$ cat config.mk
export PLATFORM = sky130hd
export DESIGN_NAME = length_frame_filter_forwarder
export DESIGN_NICKNAME = d
export VERILOG_FILES = /design/src/rtl/lfff_pkg.sv /design/src/rtl/length_frame_filter_forwarder.sv
export SDC_FILE = /design/constraint.sdc
export NUM_CORES = 1
export LEC_CHECK = 0
export BUFFER_PORTS_ARGS = -buffer_cell sky130_fd_sc_hd__buf_2
export CORE_ASPECT_RATIO = 1.5
export CORE_MARGIN = 2
export CORE_UTILIZATION = 50
export CTS_BUF_LIST = sky130_fd_sc_hd__clkbuf_4 sky130_fd_sc_hd__clkbuf_8
export DETAILED_ROUTE_END_ITERATION = 8
export GPL_TIMING_DRIVEN = 0
export MAX_ROUTING_LAYER = met4
export PLACE_DENSITY_LB_ADDON = 0.2
export SKIP_LAST_GASP = 1
export SLEW_MARGIN = 30
export SYNTH_ARGS = -nofsm -noshare
export SYNTH_HDL_FRONTEND = slang
export SYNTH_SLANG_ARGS = --single-unit
export TNS_END_PERCENT = 10
$ cat constraint.sdc
create_clock -name i_clk -period 6.53 [get_ports i_clk]
set_input_delay 0.3265 -clock i_clk [delete_from_list [all_inputs] [get_ports i_clk]]
set_output_delay 0.3265 -clock i_clk [all_outputs]
set_load 0.02 [all_outputs]
$ cat src/rtl/lfff_pkg.sv
// Package for the length-prefixed frame filter: sizes, frame constants and FSM type.
`timescale 1ns / 1ps
package lfff_pkg;

    localparam int BUFFER_DEPTH = 64;
    localparam int CNT_W        = $clog2(BUFFER_DEPTH);
    localparam int LEN_W        = 16;

    localparam logic [LEN_W-1:0] HB_LENGTH      = 16'd22;
    localparam logic [7:0]       HB_TAG         = 8'hA0;
    localparam logic [LEN_W-1:0] UPD_LENGTH     = 16'd49;
    localparam logic [7:0]       UPD_TAG        = 8'h21;
    localparam logic [CNT_W-1:0] LEN_HI_POS     = CNT_W'(1);
    localparam logic [CNT_W-1:0] LEN_LO_POS     = CNT_W'(2);
    localparam logic [CNT_W-1:0] TAG_POS        = CNT_W'(16);
    localparam logic [CNT_W-1:0] UPD_ID_POS     = CNT_W'(26);
    localparam logic [CNT_W-1:0] UPD_FIRST      = CNT_W'(37);
    localparam logic [CNT_W-1:0] UPD_LAST       = CNT_W'(40);
    localparam logic [CNT_W-1:0] FWD_FIRST      = CNT_W'(15);
    localparam logic [LEN_W:0]   FRAME_OVERHEAD = 17'd4;
    // shortest length that forwards at least one word
    localparam logic [LEN_W-1:0] FWD_MIN_LENGTH = 16'd13;
    localparam logic [CNT_W-1:0] CNT_WRAP       = CNT_W'(BUFFER_DEPTH - 1);

    typedef enum logic [1:0] {
        ST_IDLE,
        ST_READ,
        ST_LOAD
    } t_state;

endpackage

$ cat src/rtl/length_frame_filter_forwarder.sv
// Top level: frame buffer memory, byte counter, length latch and drain sequencer.
//
//  channel | direction | handshake              | payload
//  rx      | in        | i_rx_valid / o_rx_stall | i_rx_byte[7:0]
//  tx      | out       | o_tx_valid / i_tx_stall | o_tx_byte[7:0], o_last_of_run
//
// An rx word that does not complete a frame is accepted without stalling rx. A completing
// word starts a drain through the buffer memory: a registered read, then one
// tx word per cycle while tx is not stalled (at most 47 words).
// rx is stalled for the whole drain; the final tx word may still wait while rx runs.
// Reset (synchronous, active low) clears counter, length, FSM and tx valid; the
// buffer contents are left as they are.
`timescale 1ns / 1ps
module length_frame_filter_forwarder (
    input  logic       i_clk,
    input  logic       i_rst_n,
    input  logic       i_rx_valid,
    output logic       o_rx_stall,
    input  logic [7:0] i_rx_byte,
    output logic       o_tx_valid,
    input  logic       i_tx_stall,
    output logic [7:0] o_tx_byte,
    output logic       o_last_of_run
);
    import lfff_pkg::*;

    logic [7:0] mem [BUFFER_DEPTH];
    logic [7:0] r_mem_q;

    t_state           r_state, n_state;
    logic [CNT_W-1:0] r_count, n_count;
    logic [LEN_W-1:0] r_len, n_len;
    logic             r_out_valid, n_out_valid;
    logic [7:0]       r_tx_byte, n_tx_byte;
    logic             r_last, n_last;
    logic [7:0]       r_hi, n_hi;
    logic [7:0]       r_tag, n_tag;
    logic [CNT_W-1:0] r_addr, n_addr;
    logic [CNT_W-1:0] r_last_addr, n_last_addr;
    logic             r_upd, n_upd;

    logic             w_accept;
    logic [CNT_W-1:0] w_rd_addr;
    logic [CNT_W-1:0] w_cnt_inc;
    logic [LEN_W-1:0] w_len_now;
    logic [7:0]       w_tag_now;
    logic             w_done;
    logic             w_slot_free;
    logic             w_at_last;
    logic [CNT_W-1:0] w_next_addr;

    assign w_accept    = i_rx_valid && (r_state == ST_IDLE);
    assign w_cnt_inc   = r_count + CNT_W'(1);
    // byte 2 and byte 16 are used in the step that writes them
    assign w_len_now   = (r_count == LEN_LO_POS) ? {r_hi, i_rx_byte} : r_len;
    assign w_tag_now   = (r_count == TAG_POS) ? i_rx_byte : r_tag;
    assign w_done      = {(LEN_W + 1 - CNT_W)'(0), w_cnt_inc}
                         == ({1'b0, w_len_now} + FRAME_OVERHEAD);
    assign w_slot_free = !r_out_valid || !i_tx_stall;
    assign w_at_last   = (r_addr == r_last_addr);
    assign w_next_addr = (r_upd && r_addr == UPD_ID_POS) ? UPD_FIRST
                                                          : r_addr + CNT_W'(1);

    always_comb begin
        n_state     = r_state;
        n_count     = r_count;
        n_len       = r_len;
        n_hi        = r_hi;
        n_tag       = w_tag_now;
        n_addr      = r_addr;
        n_last_addr = r_last_addr;
        n_upd       = r_upd;
        n_out_valid = r_out_valid && i_tx_stall;
        n_tx_byte   = r_tx_byte;
        n_last      = r_last;
        w_rd_addr   = r_addr;

        unique case (r_state)
            ST_IDLE: begin
                if (!w_accept) begin
                    n_tag = r_tag;
                end else begin
                    if (r_count == LEN_HI_POS) begin
                        n_hi = i_rx_byte;
                    end
                    n_len = w_len_now;
                    if (w_done) begin
                        n_count = '0;
                        if (w_len_now == HB_LENGTH && w_tag_now == HB_TAG) begin
                            n_len = '0;
                        end else if (w_len_now == UPD_LENGTH && w_tag_now == UPD_TAG) begin
                            n_addr      = UPD_ID_POS;
                            n_last_addr = UPD_LAST;
                            n_upd       = 1'b1;
                            n_state     = ST_READ;
                        end else if (w_len_now >= FWD_MIN_LENGTH) begin
                            n_addr      = FWD_FIRST;
                            n_last_addr = w_len_now[CNT_W-1:0] + CNT_W'(2);
                            n_upd       = 1'b0;
                            n_state     = ST_READ;
                        end
                    end else if (w_cnt_inc >= CNT_WRAP) begin
                        n_count = '0;
                    end else begin
                        n_count = w_cnt_inc;
                    end
                end
            end
            ST_READ: begin
                n_tag   = r_tag;
                n_state = ST_LOAD;
            end
            ST_LOAD: begin
                n_tag = r_tag;
                if (w_slot_free) begin
                    n_out_valid = 1'b1;
                    n_tx_byte   = r_mem_q;
                    n_last      = w_at_last;
                    if (w_at_last) begin
                        n_state = ST_IDLE;
                    end else begin
                        // next read issued while this word loads
                        n_addr    = w_next_addr;
                        w_rd_addr = w_next_addr;
                    end
                end
            end
            default: begin
                n_tag   = r_tag;
                n_state = ST_IDLE;
            end
        endcase
    end

    always_ff @(posedge i_clk) begin
        if (!i_rst_n) begin
            r_state     <= ST_IDLE;
            r_count     <= '0;
            r_len       <= '0;
            r_out_valid <= 1'b0;
        end else begin
            r_state     <= n_state;
            r_count     <= n_count;
            r_len       <= n_len;
            r_out_valid <= n_out_valid;
        end
    end

    always_ff @(posedge i_clk) begin
        r_tx_byte   <= n_tx_byte;
        r_last      <= n_last;
        r_hi        <= n_hi;
        r_tag       <= n_tag;
        r_addr      <= n_addr;
        r_last_addr <= n_last_addr;
        r_upd       <= n_upd;
    end

    // frame buffer: one write port, one registered read port
    always_ff @(posedge i_clk) begin
        if (w_accept) begin
            mem[r_count] <= i_rx_byte;
        end
        r_mem_q <= mem[w_rd_addr];
    end

    assign o_rx_stall    = (r_state != ST_IDLE);
    assign o_tx_valid    = r_out_valid;
    assign o_tx_byte     = r_tx_byte;
    assign o_last_of_run = r_last;

endmodule

==> reports/summary.txt <==
Status -> completed
Placed Cells -> 2366
Routed WL -> 66560 um
Final min period -> 4777 ps
Most common cell after layout, fill and taps aside -> edfxtp_1
Seq/Total Area, Yosys -> 0.7093
First-pass GRT wire length -> 96390 um
Post-Route Utilization -> 0.5658
Hold crit path type -> in -> reg
Wire length per cell -> 26.35 um
R2r startpoint -> r_count[0]
Initial antenna violation count -> 2
Max Cap Viol -> 0
Unrepaired setup endpoints after global routing -> no
Post-Syn Area -> 24220 um2
CTS Buffer Depth -> 3
Gp weighted congestion -> 0.9631
Die Ht -> 273.5 um
Vias in the first global route -> 15142
Count of final setup violators -> 0
Post-synth EDFFs -> 550
Most frequent CP cell -> xnor2_1
Crit path DAT -> 5060 ps
Worst Skew -> 24.42 ps
Worst path required time -> 6810 ps
Worst-Margin Slew -> 972.0 ps
Synthesized flop and latch total -> 583
Remaining global-route overflow -> 0
Synth warn -> 0
Port Buffers -> 22
WHS -> 79.96 ps
Final Worst Setup Slack -> 1753 ps
Via count -> 15508
Pre-CTS setup slack -> 1763 ps
ANT nets after route -> 0
Worst skew pair latency -> 650 ps
Largest net degree at the start of global routing -> 72
Post-Place Cell Area -> 25180 um2
Mean Syn Cell Area -> 13.92 um2
DR vias/cell -> 6.139
FF/Latch Area -> 17180 um2
Synth Flop Type -> edfxtp_1
Hold Startpoint -> i_rx_byte[4]
Post-CTS sizing -> 0
GRT Util Overall -> 0.2753
Crit Path Max Fanout -> 10
End of the worst register-to-register path -> r_last_addr[5]
CP startpoint -> r_count[0]
Share of post-route cells with drive strength above 1 -> 0.1351
Row count -> 98
Multi-input logic area -> 6536 um2
Fin nets -> 1877
Worst Path Buf+Inv -> 5
Post-route cell area -> 26990 um2
Total power -> 7.386 mW
Initial DRT Pass Iterations -> 6
DR iter-0 viols -> 1681
Clock Tree Root -> clkbuf_8
Num ports -> 23
Core area -> 47700 um2
Htree depth -> 3
CTS tree -> done
Crit path cell chain -> inv_1, ha_1, nand2b_1, or2_1, buf_2, buf_6, buf_6, nand2_1, nand2_1, ha_1, clkbuf_1, xnor2_1, xnor2_1, xnor2_1, nor3_1, and4_1, nand4b_4, nand3b_4, nor2_1
Worst VDD drop -> 0.0001695 V
Layout Cells excl Fill -> 2526
Slowest cell on crit path -> dfxtp_1
Max Clock Freq -> 209.3 MHz
Final setup TNS -> 0 ps
Rel. slew slack -> 0.3520
Final count of pins violating max slew -> 0
Fill count -> 3793
Critical path type -> reg -> reg
Async SR Flop Fraction -> 0
Starting Density -> 0.5077
Syn_nets -> 1762
Leak -> 9.282 nW
Final Hold Vio Count -> 0
Crit path launch type -> register
# DRC -> 0
Num CTS Buffers -> 86
Hold path cells -> 1
R2r worst-path depth -> 19
Dpl hpwl -> 44230 um
CTS sink cnt -> 583
Crit path largest cell delay -> 500 ps
Final Cycle Share -> 0.7316
Worst Hold End -> mem[33][4]
Pwr Density -> 273.7 nW/um2
Crit end category -> register
Die Wd -> 183.7 um
Layout area overhead -> 11.45%
DIE AREA -> 50250 um2
Commonest non-fill, non-tap cells in the layout -> edfxtp_1 (550), nand2_1 (282), mux2i_1 (154)
Synth unique cells -> 72
Cell count after synthesis -> 1740
Reg2reg setup slack -> 1750 ps
CP delay by family, top -> simple AND/OR/NAND/NOR gates
CTS clk-pin slew, worst paths -> 70 ps
-- cell families after synthesis --
logic type                 count (synthesis)  synth area share
AOI/OAI and AO/OA                        254           0.07192
xor gates and xnor gates                  25          0.009042
adders and majority gates                 10          0.005167
buffers and inverters                    108           0.02129
DFF                                      583            0.7093
muxes                                    167           0.06980
and+or+nand+nor                          593            0.1135
-- power by group --
part	switching, mW	leakage (nW)	internal (mW)	total (mW)
Combinational	0.151	3.11	0.0504	0.202
Clock	1.39	0.954	1.68	3.07
Sequential	0.0119	5.22	4.10	4.12
-- cell usage after synthesis, types with 8 or more instances --
library cell,instances,share of area
mux2_2,12,0.0056
nor2b_1,8,0.0021
nor3_1,8,0.0017
nand2b_1,9,0.0023
o21ai_0,29,0.0060
a21boi_0,13,0.0040
inv_1,18,0.0028
and3_1,34,0.0088
ha_1,10,0.0052
nand3_1,42,0.0087
a22oi_1,9,0.0028
a32oi_1,47,0.017
dfxtp_1,33,0.027
nand4_1,16,0.0041
clkbuf_1,33,0.0051
o22ai_1,37,0.0096
xnor2_1,22,0.0080
nand2_1,282,0.044
a21oi_1,55,0.011
a31oi_1,12,0.0031
mux2i_1,154,0.064
nor2_1,114,0.018
buf_4,10,0.0031
o211ai_1,13,0.0040
buf_2,40,0.0083
nor4_1,44,0.011
edfxtp_1,550,0.68
-- per-layer routing --
layer  vias up  track usage  routed length (um)
met3       185      0.04417                4698
li1       6865            -                   -
met2       763       0.4776               34800
met5         -            -                   0
met4         0       0.1493                3810
met1      7695       0.3025               23250
-- flip-flops by register name (all words and copies together) (netlist names) --
| signal | flops |
|---|---|
| r_tag | 8 |
| r_addr | 6 |
| r_len | 16 |
| mem | 512 |
| o_tx_byte | 8 |
| o_tx_valid | 1 |
| r_hi | 8 |
| r_upd | 1 |
| r_state | 2 |
| r_last_addr | 6 |
| r_mem_q | 8 |
| r_count | 6 |
| o_last_of_run | 1 |
-- repair_timing --
item                                   CTS  global route
setup buffers                            0             0
hold buffers                             1             0
endpoints found under the hold margin    3             0
-- cell type report --
type / count / area share
clock inverters: 35 / 0.01094
plain buffers: 90 / 0.01660
multi-input cells: 1049 / 0.2422
repair buffers: 27 / 0.007881
flip-flops and latches: 583 / 0.6364
diodes: 2 / 0.0001854
clock buffers: 122 / 0.05549
inverters: 18 / 0.002503
well taps: 600 / 0.02782
-- how the worst max path moves through the flow --
stage                          end  slack, ps  cells after the start
global placement             r_upd       1700                     13
CTS                     r_mem_q[1]       1740                     11
finish              r_last_addr[5]       1750                     19
detailed placement  r_last_addr[5]       1760                     19
global route        r_last_addr[5]       1460                     19
floorplan           r_last_addr[0]       2700                     19
Power figures use the tool's default switching activity.
